<file path="src/sv/fmrw_pkg.sv">
// Shared types and constants for the four-motor ramp controller with command watchdog.
// Used by the top level and by its bound port checker; depends on nothing else.
`default_nettype none

package fmrw_pkg;

	localparam int NUM_MOTORS_DEF = 4;
	localparam int SPEED_MAX_DEF  = 255;
	localparam int SHOWN_MOTORS   = 4;

	localparam int IN_TDATA_W  = 24;
	localparam int OUT_TDATA_W = 40;
	localparam int CFG_INDEX_W = 2;
	localparam int CFG_DATA_W  = 16;

	localparam logic [7:0]  INTERVAL_RST = 8'd5;
	localparam logic [7:0]  STEP_RST     = 8'd20;
	localparam logic [15:0] TIMEOUT_RST  = 16'd500;
	localparam logic        WDOG_EN_RST  = 1'b1;

	typedef enum logic [1:0] {
		OP_SET  = 2'd0,
		OP_TICK = 2'd1,
		OP_STOP = 2'd2,
		OP_NOP  = 2'd3
	} opcode_t;

	typedef enum logic [1:0] {
		ST_OK        = 2'd0,
		ST_BAD_MOTOR = 2'd1,
		ST_BAD_DIR   = 2'd2,
		ST_WDOG      = 2'd3
	} status_t;

	typedef enum logic [1:0] {
		REG_INTERVAL = 2'd0,
		REG_STEP     = 2'd1,
		REG_TIMEOUT  = 2'd2,
		REG_WDOG_EN  = 2'd3
	} cfg_reg_t;

	// Result word as it sits on the master tdata bus, status in the lowest bits.
	typedef struct packed {
		logic [1:0] pad;
		logic [3:0] dirs;
		logic [7:0] spd4;
		logic [7:0] spd3;
		logic [7:0] spd2;
		logic [7:0] spd1;
		status_t    status;
	} result_t;

endpackage

`default_nettype wire

</file>
<file path="src/sv/four_motor_ramp_watchdog.sv">
// A result leaves the output register after its item has passed the input register.
// Throughput: one item per cycle; input register, one pass of update logic, output register.
// The input side stalls only while a finished result waits on m_tready.
// Reset (arst_n low, asynchronous): all speeds and counters zero, all directions forward,
// configuration back to interval 5, step 20, timeout 500, watchdog on.
// Top level of the ramp controller; uses fmrw_pkg.
`default_nettype none

module four_motor_ramp_watchdog import fmrw_pkg::*; #(
	parameter int NUM_MOTORS = NUM_MOTORS_DEF,
	parameter int SPEED_MAX  = SPEED_MAX_DEF
) (
	input  wire logic                   clk,
	input  wire logic                   arst_n,
	input  wire logic                   cfg_we,
	input  wire logic [CFG_INDEX_W-1:0] cfg_index,
	input  wire logic [CFG_DATA_W-1:0]  cfg_data,
	input  wire logic                   s_tvalid,
	output      logic                   s_tready,
	// [3:0] motor_number, [5:4] direction, [21:6] speed, [23:22] zero
	input  wire logic [IN_TDATA_W-1:0]  s_tdata,
	// [1:0] opcode
	input  wire logic [1:0]             s_tuser,
	output      logic                   m_tvalid,
	input  wire logic                   m_tready,
	// [1:0] status, [9:2] speed_motor_one, [17:10] speed_motor_two,
	// [25:18] speed_motor_three, [33:26] speed_motor_four,
	// [37:34] present_directions, [39:38] zero
	output      logic [OUT_TDATA_W-1:0] m_tdata
);

	localparam int SPW = $clog2(SPEED_MAX + 1);
	localparam int CW  = (SPW > 8) ? SPW : 8;
	localparam logic [CW-1:0] SPEED_MAX_C = CW'(SPEED_MAX);

	// Configuration registers.
	logic [7:0]  interval_q;
	logic [7:0]  step_q;
	logic [15:0] timeout_q;
	logic        wdog_en_q;

	always_ff @(posedge clk or negedge arst_n) begin
		if (!arst_n) begin
			interval_q <= INTERVAL_RST;
			step_q     <= STEP_RST;
			timeout_q  <= TIMEOUT_RST;
			wdog_en_q  <= WDOG_EN_RST;
		end else if (cfg_we) begin
			case (cfg_reg_t'(cfg_index))
				REG_INTERVAL: interval_q <= cfg_data[7:0];
				REG_STEP:     step_q     <= cfg_data[7:0];
				REG_TIMEOUT:  timeout_q  <= cfg_data[15:0];
				REG_WDOG_EN:  wdog_en_q  <= cfg_data[0];
				default:      ;
			endcase
		end
	end

	// Pipeline control: both stages move together whenever the output can take a word.
	logic adv;
	logic valid_s1;
	logic m_tvalid_s2;

	assign adv      = !m_tvalid_s2 || m_tready;
	assign s_tready = adv;
	assign m_tvalid = m_tvalid_s2;

	// Input register.
	opcode_t            op_s1;
	logic [3:0]         motor_s1;
	logic [1:0]         dir_s1;
	logic signed [15:0] speed_s1;

	always_ff @(posedge clk or negedge arst_n) begin
		if (!arst_n) begin
			valid_s1 <= 1'b0;
		end else if (adv) begin
			valid_s1 <= s_tvalid;
		end
	end

	always_ff @(posedge clk) begin
		if (adv && s_tvalid) begin
			op_s1    <= opcode_t'(s_tuser);
			motor_s1 <= s_tdata[3:0];
			dir_s1   <= s_tdata[5:4];
			speed_s1 <= s_tdata[21:6];
		end
	end

	// Motor state.
	logic [SPW-1:0]        goal_spd_q [NUM_MOTORS];
	logic [SPW-1:0]        pres_spd_q [NUM_MOTORS];
	logic [NUM_MOTORS-1:0] goal_dir_q;
	logic [NUM_MOTORS-1:0] pres_dir_q;
	logic [7:0]            ramp_cnt_q;
	logic [15:0]           since_q;

	logic [SPW-1:0]        goal_spd_d [NUM_MOTORS];
	logic [SPW-1:0]        pres_spd_d [NUM_MOTORS];
	logic [NUM_MOTORS-1:0] goal_dir_d;
	logic [NUM_MOTORS-1:0] pres_dir_d;
	logic [7:0]            ramp_cnt_d;
	logic [15:0]           since_d;
	status_t               status_d;

	// Tick arithmetic.
	logic [15:0] since_inc;
	logic [7:0]  ramp_cnt_inc;
	logic        do_ramp;

	assign since_inc    = (since_q == 16'hFFFF) ? since_q : since_q + 16'd1;
	assign ramp_cnt_inc = ramp_cnt_q + 8'd1;
	assign do_ramp      = (ramp_cnt_inc >= interval_q);

	// Speed request clamped to 0..SPEED_MAX.
	logic [CW-1:0] spd_clamped;

	always_comb begin
		if (speed_s1[15]) begin
			spd_clamped = '0;
		end else if ({1'b0, speed_s1} > 17'(SPEED_MAX)) begin
			spd_clamped = SPEED_MAX_C;
		end else begin
			spd_clamped = CW'(speed_s1[14:0]);
		end
	end

	// One ramp step per motor, all motors in parallel. A motor whose goal direction differs
	// from its present one ramps down and takes the new direction once it reaches zero.
	logic [CW-1:0]         step_w;
	logic [CW-1:0]         cur_w    [NUM_MOTORS];
	logic [CW-1:0]         goal_w   [NUM_MOTORS];
	logic [CW-1:0]         ramped_w [NUM_MOTORS];
	logic [NUM_MOTORS-1:0] ramped_dir;
	logic [SPW-1:0]        pres_tick [NUM_MOTORS];
	logic [NUM_MOTORS-1:0] dir_tick;
	logic [NUM_MOTORS-1:0] active;
	logic                  fire;

	assign step_w = CW'(step_q);

	always_comb begin
		for (int i = 0; i < NUM_MOTORS; i++) begin
			cur_w[i]      = CW'(pres_spd_q[i]);
			goal_w[i]     = CW'(goal_spd_q[i]);
			ramped_w[i]   = cur_w[i];
			ramped_dir[i] = pres_dir_q[i];
			if (pres_dir_q[i] != goal_dir_q[i]) begin
				ramped_w[i] = (cur_w[i] > step_w) ? cur_w[i] - step_w : '0;
				if (ramped_w[i] == '0) begin
					ramped_dir[i] = goal_dir_q[i];
				end
			end else if (cur_w[i] < goal_w[i]) begin
				ramped_w[i] = (goal_w[i] - cur_w[i] > step_w) ? cur_w[i] + step_w : goal_w[i];
			end else if (cur_w[i] > goal_w[i]) begin
				ramped_w[i] = (cur_w[i] - goal_w[i] > step_w) ? cur_w[i] - step_w : goal_w[i];
			end
			pres_tick[i] = do_ramp ? SPW'(ramped_w[i]) : pres_spd_q[i];
			dir_tick[i]  = do_ramp ? ramped_dir[i] : pres_dir_q[i];
			active[i]    = (goal_spd_q[i] != '0) || (pres_tick[i] != '0);
		end
	end

	assign fire = wdog_en_q && (|active) && (since_inc > timeout_q);

	logic motor_ok;
	assign motor_ok = (motor_s1 != 4'd0) && (motor_s1 <= 4'(NUM_MOTORS));

	always_comb begin
		goal_spd_d = goal_spd_q;
		pres_spd_d = pres_spd_q;
		goal_dir_d = goal_dir_q;
		pres_dir_d = pres_dir_q;
		ramp_cnt_d = ramp_cnt_q;
		since_d    = since_q;
		status_d   = ST_OK;
		case (op_s1)
			OP_SET: begin
				if (!motor_ok) begin
					status_d = ST_BAD_MOTOR;
				end else begin
					since_d = '0;
					for (int i = 0; i < NUM_MOTORS; i++) begin
						if (motor_s1 == 4'(i + 1)) begin
							if (dir_s1 > 2'd1) begin
								goal_spd_d[i] = '0;
								status_d      = ST_BAD_DIR;
							end else begin
								goal_spd_d[i] = SPW'(spd_clamped);
								goal_dir_d[i] = dir_s1[0];
							end
						end
					end
				end
			end
			OP_TICK: begin
				since_d    = since_inc;
				ramp_cnt_d = do_ramp ? 8'd0 : ramp_cnt_inc;
				pres_spd_d = pres_tick;
				pres_dir_d = dir_tick;
				if (fire) begin
					for (int i = 0; i < NUM_MOTORS; i++) begin
						goal_spd_d[i] = '0;
						pres_spd_d[i] = '0;
					end
					goal_dir_d = dir_tick;
					since_d    = '0;
					status_d   = ST_WDOG;
				end
			end
			OP_STOP: begin
				for (int i = 0; i < NUM_MOTORS; i++) begin
					goal_spd_d[i] = '0;
					pres_spd_d[i] = '0;
				end
				goal_dir_d = pres_dir_q;
			end
			default: ;
		endcase
	end

	always_ff @(posedge clk or negedge arst_n) begin
		if (!arst_n) begin
			for (int i = 0; i < NUM_MOTORS; i++) begin
				goal_spd_q[i] <= '0;
				pres_spd_q[i] <= '0;
			end
			goal_dir_q <= '1;
			pres_dir_q <= '1;
			ramp_cnt_q <= '0;
			since_q    <= '0;
		end else if (adv && valid_s1) begin
			goal_spd_q <= goal_spd_d;
			pres_spd_q <= pres_spd_d;
			goal_dir_q <= goal_dir_d;
			pres_dir_q <= pres_dir_d;
			ramp_cnt_q <= ramp_cnt_d;
			since_q    <= since_d;
		end
	end

	// Result word: shown motors beyond NUM_MOTORS read as zero.
	logic [7:0] shown_spd [SHOWN_MOTORS];
	logic [3:0] shown_dir;

	for (genvar g = 0; g < SHOWN_MOTORS; g++) begin : g_show
		if (g < NUM_MOTORS) begin : g_on
			logic [CW-1:0] spd_w;
			assign spd_w        = CW'(pres_spd_d[g]);
			assign shown_spd[g] = spd_w[7:0];
			assign shown_dir[g] = pres_dir_d[g];
		end else begin : g_off
			assign shown_spd[g] = 8'd0;
			assign shown_dir[g] = 1'b0;
		end
	end

	result_t res_d;
	result_t res_s2;

	always_comb begin
		res_d.pad    = '0;
		res_d.dirs   = shown_dir;
		res_d.spd4   = shown_spd[3];
		res_d.spd3   = shown_spd[2];
		res_d.spd2   = shown_spd[1];
		res_d.spd1   = shown_spd[0];
		res_d.status = status_d;
	end

	always_ff @(posedge clk or negedge arst_n) begin
		if (!arst_n) begin
			m_tvalid_s2 <= 1'b0;
		end else if (adv) begin
			m_tvalid_s2 <= valid_s1;
		end
	end

	always_ff @(posedge clk) begin
		if (adv && valid_s1) begin
			res_s2 <= res_d;
		end
	end

	assign m_tdata = res_s2;

endmodule

`default_nettype wire

</file>
<file path="config.mk">
export PLATFORM = sky130hd
export DESIGN_NAME = four_motor_ramp_watchdog
export DESIGN_NICKNAME = d
export VERILOG_FILES = /design/src/sv/fmrw_pkg.sv /design/src/sv/four_motor_ramp_watchdog.sv
export SDC_FILE = /design/constraint.sdc
export NUM_CORES = 1
export LEC_CHECK = 0
export ABC_AREA = 1
export BUFFER_PORTS_ARGS = -buffer_cell sky130_fd_sc_hd__buf_2
export CORE_ASPECT_RATIO = 0.75
export CORE_MARGIN = 4
export CORE_UTILIZATION = 58
export DETAILED_ROUTE_END_ITERATION = 7
export PLACE_DENSITY_LB_ADDON = 0.2
export SYNTH_ARGS = -nofsm -noshare
export SYNTH_HDL_FRONTEND = slang
export SYNTH_SLANG_ARGS = --single-unit
</file>
<file path="constraint.sdc">
create_clock -name clk -period 4.2 [get_ports clk]
set_input_delay 0.84 -clock clk [delete_from_list [all_inputs] [get_ports clk]]
set_output_delay 0.84 -clock clk [all_outputs]
set_load 0.02 [all_outputs]
</file>
Yosys cells after proc, flatten, opt, wreduce, memory -nomap -nowiden
Cells that the tools add are included.

operators by class
  reduce and logical (&&, ||, !) cells = 43
  add/subtract/negate cells = 18
  equality and inequality tests = 21
  $lt $le $gt $ge = 25
  muxes and demuxes = 77

operators by type and width
  kind                   number
  $mux 8                 36
  $gt 8x8->1             16
  $mux 32                3
  $pmux 32 s3            1
  $sub 8x8->8            12
  $pmux 32 s2            1
  $reduce_bool 8->1      8
  $mux 16                3
  $add 8x8->8            4
  $logic_not 8->1        4
  $lt 8x8->1             4
  $pmux 16 s2            1
  $reduce_and 6->1       4
  $mux 2                 10
  $reduce_and 5->1       4
  $mux 1                 17
  $add 16x1->16 const B  1
  $eq 16x16->1 const B   1
  $gt 16x16->1           1
  $gt 16x8->1 const B    1
  $ne 2x2->1 const B     7
  $mux 4                 3
  $pmux 4 s3             1
  $reduce_and 2->1       5
  other kinds (20)       36

storage, ports and cells
  output and inout port bits = 42
  word-level logic and storage cells = 215
  bits of input ports = 49
  bits in registers = 193

Depth between registers and ports, before layout
Gate-level depths: netlist (run 1).

  depth after elaboration = 14
  mapped depth = 35

Worst setup path before layout (run 1)
No wires, ideal clock.

  path kind = register -> register
  start = reg goal_spd_q[24] (netlist name)
  end = reg goal_spd_q[15] (netlist name)
  required time = 4082 ps
  clock period less this slack = 4113 ps
  data arrival time = 3994 ps
  cell stages (with the launch flop) = 32
  library setup time = 118 ps
  slack = 87 ps
  buffers on the path = 3
  cells stage by stage = dfrtp_1 inv_1 ha_1 inv_1 fa_1 a221o_1 a21oi_1 nor2_1 nor2_1 xor2_1 inv_1 ha_1 nand2_1 nor2_1 nand4_1 nand2_1 buf_2 a21oi_1 a21oi_1 nand2_1 a21oi_1 nand2_1 nor2_1 nand2_1 nor2_1 nand3_2 nand2_4 nand2_4 buf_6 buf_6 nand4_1 nand2_1

on the way
  longest elaborated chain between the ends = 14
  elaborated cells on any way between the ends = 20

RTL lines
  element                             line                             text
  start: declaration                  four_motor_ramp_watchdog.sv:92   logic [SPW-1:0] goal_spd_q [NUM_MOTORS];
  start signal: assignment            four_motor_ramp_watchdog.sv:234  goal_spd_q <= goal_spd_d;
  $sub 8x8->8                         four_motor_ramp_watchdog.sv:157  ramped_w[i] = (cur_w[i] - goal_w[i] > step_w) ? cur_w[i] - step_w : goal_w[i];
  $gt 8x8->1                          four_motor_ramp_watchdog.sv:157
  $mux 8                              four_motor_ramp_watchdog.sv:157
  $mux 8                              four_motor_ramp_watchdog.sv:156  end else if (cur_w[i] > goal_w[i]) begin
  $mux 8                              four_motor_ramp_watchdog.sv:154  end else if (cur_w[i] < goal_w[i]) begin
  $mux 8                              four_motor_ramp_watchdog.sv:149  if (pres_dir_q[i] != goal_dir_q[i]) begin
  $mux 8                              four_motor_ramp_watchdog.sv:159  pres_tick[i] = do_ramp ? SPW'(ramped_w[i]) : pres_spd_q[i];
  $reduce_bool 8->1                   four_motor_ramp_watchdog.sv:161  active[i] = (goal_spd_q[i] != '0) || (pres_tick[i] != '0);
  $logic_or 1x1->1 (*)                four_motor_ramp_watchdog.sv:161
  $reduce_or 4->1 (*)                 four_motor_ramp_watchdog.sv:165  assign fire = wdog_en_q && (|active) && (since_inc > timeout_q);
  $logic_and 1x1->1 (*) (2 in a row)  four_motor_ramp_watchdog.sv:165
  $ne 2x2->1 (no line) (*)            n/a
  $reduce_and 5->1 (no line) (*)      n/a

Mark *: on every way between the ends. The rest lies on a longest branch, timed or not.
A chain may end at the register's enable or synchronous reset.

Worst setup path after layout (run 1)
  start = reg goal_spd_q[8] (netlist name)
  end = reg goal_spd_q[19] (netlist name)

Same word-level chain as after synthesis.

==> results.txt, run 1 <==
Reg2reg start - goal_spd_q[8]
Bufs on Longest Clock Path - 2
Routability congestion estimate - 1.00
Non-Filler Instances - 3484
Die width - 214 um
Crit path required time - 4550 ps
CP Capture Type - register
Io pins - 91
Synth warnings - 0
CTS sink cnt - 193
Crit-path max cell delay - 400 ps
Max Cap Viol - 0
Area share of fa/ha/maj cells after synthesis - 16.0%
Die Footprint - 34700 um^2
GR Util met3 - 9.29%
Setup Crit Path Kind - reg2reg
Slew Limit Headroom - 25.5%
Least-Margin Pin Slew - 1120 ps
Worst-path clk slew - 80 ps
Post-DP HPWL - 50900 um
Finished Cell Area - 23700 um^2
Post-Syn Area - 18400 um^2
Setup slack after layout - -619 ps
Antenna cells - 0
First-pass GRT wire length - 105000 um
Num rows - 56
Final WL - 69400 um
Area grow syn2layout - 29.0%
Max Clk Rate - 207 MHz
Tot GR Track Use - 38.9%
Vias/cell - 5.88
Clk root buf - clkbuf_16
Seq/Total Area, Yosys - 28.1%
Multiplexer share of the synthesized area - 0%
Largest family of logic cells by synthesized area - simple AND/OR/NAND/NOR gates
Worst hold-check path type - in2async
Post-synth EDFFs - 62
DRC - 0
Hold-fix buffers, CTS - 0
Final Net Count - 3340
Commonest non-fill, non-tap cell in the layout - nand2_1
Placed cells - 3388
R2R setup slack - -620 ps
Worst hold slack - 375 ps
Synth Area in XOR/XNOR - 4.36%
Met1 Use GR - 54.2%
Main synth FF type - dfrtp_1
Final worst-path cycle share - 115%
Vias in the first global route - 19347
CTS tree - done
Syn avg cell area - 7.01 um^2
Crit path launch - goal_spd_q[8]
CP max-delay cell - dfrtp_1
Initial antenna violation count - 0
GR peak layer - met2
Synth cell types - 56
FF+latch count, synth - 193
Final Max Slew Viols - 0
Post-synthesis simple-gate area fraction - 31.2%
DP Area - 21700 um^2
Starting density of the core - 58.9%
Core box area - 31300 um^2
Mapped Cells - 2623
Met2 usage - 59.1%
DRT Pass-1 Iters - 6
RSZ-0062 raised after global routing - true
H-tree levels - 4
Compound-Gate Fraction of Synth Area - 11.1%
Port Buffers - 86
Critical path data arrival time - 5170 ps
Vias - 20487
Hold Vio Cnt, Final - 0
Layout filler cell count - 2353
Chip height - 162 um
CP max FO - 8
Failing checks - negative setup slack
Share of cells above drive strength 1 - 25.5%
Status - finished, violations left
# setup viols final - 118
Largest net degree at the start of global routing - 77
Crit path time final - 4820 ps
Asr flop ratio synth - 67.9%
Total grt overflow - 0
CP startpoint kind - register
Inserted Clock Buffers - 17
Worst slack, placed - -802 ps
Clock Latency Late Sink - 470 ps
Routed length per instance - 19.9 um
Antenna viol nets, final - 0
Skew final - 17.9 ps
Initial drt markers - 2539
Most frequent cells in the layout - nand2_1 (737), buf_4 (384), inv_1 (291)
## worst paths after layout
path,to,cells past startpoint
min in group clk,goal_dir_q[0],2
worst min register to register,goal_dir_q[0],2
max in group asynchronous,cur_w[8],2
worst max-delay path,goal_spd_q[19],32
worst min-delay path,ramp_cnt_q[1],1
worst max register to register,goal_spd_q[19],32
## sequential cells by signal, summed over array words and instances, names as in the netlist
| register | cells |
|---|---|
| speed_s1 | 16 |
| timeout_q | 16 |
| m_tvalid | 1 |
| ramp_cnt_q | 8 |
| cur_w | 32 |
| wdog_en_q | 1 |
| goal_dir_q | 4 |
| op_s1 | 2 |
| goal_spd_q | 32 |
| motor_s1 | 4 |
| dir_s1 | 2 |
| step_q | 8 |
| interval_q | 8 |
| m_tdata | 38 |
| since_q | 16 |
| valid_s1 | 1 |
| pres_dir_q | 4 |
## kinds of logic after synthesis
logic type,Yosys count
AND/OR/NAND/NOR,1342
buffers and inverters,410
AO/OA/AOI/OAI,362
adder cells (fa/ha/maj),226
flip-flops,193
XOR/XNOR,89
other,1
## layer usage
layer  routed length, um  part of all wire, %  vias up
met1               28300                   41     9509
met4                3240                  4.7        0
met5                   0                    0        -
met2               29600                   43     1213
met3                8270                   12      239
li1                    -                    -     9526
## layout make-up
type	count	area (um^2)	area share, %
Clock buffer	18	429	1.81
Clock inverter	14	149	0.627
Inverter	325	1220	5.16
Multi-Input combinational cell	2025	12400	52.1
Sequential cell	193	5160	21.8
Tap cell	406	508	2.14
Timing Repair Buffer	503	3890	16.4
## cells in the mapped netlist, types with 12 or more instances
library cell	count	area [um^2]
nand2_1	795	2980
inv_1	302	1130
nand3_1	252	1260
ha_1	210	2630
a21oi_1	191	956
nor2_1	150	563
dfrtp_1	112	2800
o21ai_0	94	470
xor2_1	73	639
nand4_1	68	425
edfxtp_1	62	1860
clkbuf_1	37	139
nor3_1	22	110
buf_2	20	100
buf_4	19	143
dfstp_2	19	499
fa_1	16	320
inv_2	16	60.1
nand2_2	15	93.8
a31oi_1	14	87.6
xnor2_1	13	114
nor4_1	12	75.1
## stage by stage
step / TNS [ps] / utilization, %
2_1_floorplan: 0 / -
6_report: -65320 / 75.9
4_1_cts: -47540 / 73.9
3_5_place_dp: -76410 / 69.3
3_3_place_gp: -71170 / 69.3
5_1_grt: -86170 / 75.9
## repair_timing
| action | in CTS | in global routing |
|---|---|---|
| pin swaps | 70 | 70 |
| gates resized for setup | 114 | 114 |
| gates cloned | 6 | 4 |
| setup buffers | 35 | 22 |
| setup endpoints to repair | 118 | 118 |
## critical path, delay by kind of cell (launching register included)
family	cells	cell delay (ps)
compound gates	4	840
xor+xnor	1	160
fa+ha+maj	3	710
buf+inv	7	910
flops	1	400
simple gates	17	1690
Power of run 1 is not shown: default switching activity piles up to over one toggle a cycle in this logic, so the estimate is an artifact.
==> run 2: changes to the inputs <==
--- a/config.mk
+++ b/config.mk
@@ -8,10 +8,10 @@
 export ABC_AREA = 1
 export BUFFER_PORTS_ARGS = -buffer_cell sky130_fd_sc_hd__buf_2
 export CORE_ASPECT_RATIO = 0.75
-export CORE_MARGIN = 4
 export CORE_UTILIZATION = 58
 export DETAILED_ROUTE_END_ITERATION = 7
 export PLACE_DENSITY_LB_ADDON = 0.2
+export SKIP_LAST_GASP = 1
 export SYNTH_ARGS = -nofsm -noshare
 export SYNTH_HDL_FRONTEND = slang
 export SYNTH_SLANG_ARGS = --single-unit
==> constraint.sdc (replaced) <==
create_clock -name clk -period 4.03 [get_ports clk]
set_input_delay 0.806 -clock clk [delete_from_list [all_inputs] [get_ports clk]]
set_output_delay 0.806 -clock clk [all_outputs]
set_load 0.02 [all_outputs]
==> results.txt, run 2 (synthesis results as in run 1) <==
Initial drt markers - 2473 (-2.6%)
Chip height - 156 um (-3.7%)
CTS sink cnt - 193 (unchanged)
Max Clk Rate - 209 MHz (+0.78%)
Least-Margin Pin Slew - 1150 ps (+34.0 ps)
CP startpoint kind - register
Crit path required time - 4430 ps (-120 ps)
Die width - 208 um (-2.8%)
Slew Limit Headroom - 23.0% (-2.6 points)
Final WL - 67800 um (-2.4%)
Clk root buf - clkbuf_16
Most frequent cells in the layout - nand2_1 (750), buf_4 (356), inv_1 (290)
CP Capture Type - register
Hold-fix buffers, CTS - 0 (unchanged)
Setup slack after layout - -752 ps (-133 ps)
Status - finished, violations left
Inserted Clock Buffers - 17 (unchanged)
Crit-path max cell delay - 400 ps (about the same)
Max Cap Viol - 0 (unchanged)
Largest net degree at the start of global routing - 78 (+1.3%)
Initial antenna violation count - 1 (+1)
GR Util met3 - 9.79% (+0.51 points)
Starting density of the core - 58.9% (unchanged)
Routed length per instance - 19.6 um (-1.5%)
Final Max Slew Viols - 0 (unchanged)
Clock Latency Late Sink - 470 ps (about the same)
Bufs on Longest Clock Path - 2 (unchanged)
Num rows - 56 (unchanged)
Io pins - 91 (unchanged)
Max reg flops - 38 (unchanged)
Routability congestion estimate - 1.01 (+0.97%)
Antenna viol nets, final - 0 (unchanged)
# setup viols final - 118 (unchanged)
Hold Vio Cnt, Final - 0 (unchanged)
Vias - 20201 (-1.4%)
First-pass GRT wire length - 103000 um (-1.8%)
Share of cells above drive strength 1 - 24.0% (-1.5 points)
Setup Crit Path Kind - reg2reg
Commonest non-fill, non-tap cell in the layout - nand2_1
RSZ-0062 raised after global routing - true
Skew final - 17.0 ps (-0.890 ps)
Final Net Count - 3308 (-0.96%)
Vias/cell - 5.85 (-0.51%)
H-tree levels - 4 (unchanged)
Area grow syn2layout - 27.2%
Final worst-path cycle share - 119% (+3.9 points)
Tot GR Track Use - 41.2% (+2.2 points)
CP max-delay cell - dfrtp_1
Total grt overflow - 0 (unchanged)
Met1 Use GR - 56.4% (+2.2 points)
Die Footprint - 32400 um^2 (-6.4%)
GR peak layer - met2
Post-DP HPWL - 50600 um (-0.71%)
CTS tree - done
DRT Pass-1 Iters - 6 (unchanged)
Worst hold-check path type - in2async
Critical path data arrival time - 5180 ps (about the same)
Vias in the first global route - 18694 (-3.4%)
Failing checks - negative setup slack
Met2 usage - 62.7% (+3.6 points)
Crit path time final - 4780 ps (-37.1 ps)
Worst-path clk slew - 90 ps (about the same)
Port Buffers - 86 (unchanged)
CP max FO - 6 (-2)
Core box area - 31300 um^2 (unchanged)
Worst hold slack - 339 ps (-35.4 ps)
DRC - 0 (unchanged)
run 2: cell count changes in the layout (fill, tap and decap cells not counted), moves of 4 or more:
cell | before | now
a31oi_4 | 4 | 0
nor2_2 | 18 | 12
nand3_1 | 210 | 218
o22ai_2 | 6 | 10
nand2_1 | 737 | 750
nand3_2 | 37 | 27
nand2_2 | 69 | 55
o22ai_4 | 4 | 0
buf_4 | 384 | 356
run 2: worst paths after layout:
check / startpoint / endpoint / slack (ps) / cells after the start
worst max-delay path: goal_spd_q[16] / cur_w[9] / -750 / 31
worst min-delay path: arst_n / ramp_cnt_q[2] / 340 / 1
worst max register to register: goal_spd_q[16] / cur_w[9] / -750 / 31
worst min register to register: goal_dir_q[1] / goal_dir_q[1] / 490 / 2
max in group asynchronous: arst_n / goal_spd_q[9] / 2730 / 2
min in group clk: goal_dir_q[1] / goal_dir_q[1] / 490 / 2
run 2: cell type report:
type	count	area [um^2]
multi-input combinational	2022	12200
fill	2454	7850
sequential	193	5170
timing repair buffer	474	3660
inverter	325	1220
tap	406	508
clock buffer	20	478
clock inverter	12	150
antenna	1	2.50
run 2: metrics by stage:
stage | instance area [um^2] | setup slack [ps] | TNS (ps) | std cells | util (%)
after global routing | 23400 | -965 | -101530 | 3452 | 74.9
after CTS | 23000 | -538 | -53660 | 3445 | 73.7
after global placement | 21700 | -691 | -71840 | 3383 | 69.4
after floorplan | 18400 | 1.68 | 0 | 2624 | -
after detailed placement | 21700 | -790 | -79910 | 3383 | 69.4
final | 23400 | -752 | -76530 | 3453 | 74.9
run 2: what timing repair did:
action / in CTS / in global routing
buffers inserted: 25 / 9
resized for setup: 106 / 89
pin swaps: 79 / 77
endpoints found under the hold margin: 0 / 0
cloned: 5 / 2
setup endpoints to repair: 118 / 118
run 2: worst max-delay path, delay by kind of cell (launching register included):
family                   cells  cell delay (ps)
flip-flops                   1              400
adder cells (fa/ha/maj)      3              790
AND/OR/NAND/NOR             18             2130
buffers and inverters        5              620
XOR/XNOR                     1               90
AO/OA/AOI/OAI                4              670
run 2: per-layer routing:
layer,up-vias,wire [um]
met4,0,2860
met5,-,0
li1,9464,-
met1,9377,28400
met2,1154,28700
met3,206,7840
Power of run 2 is left out for the same reason.
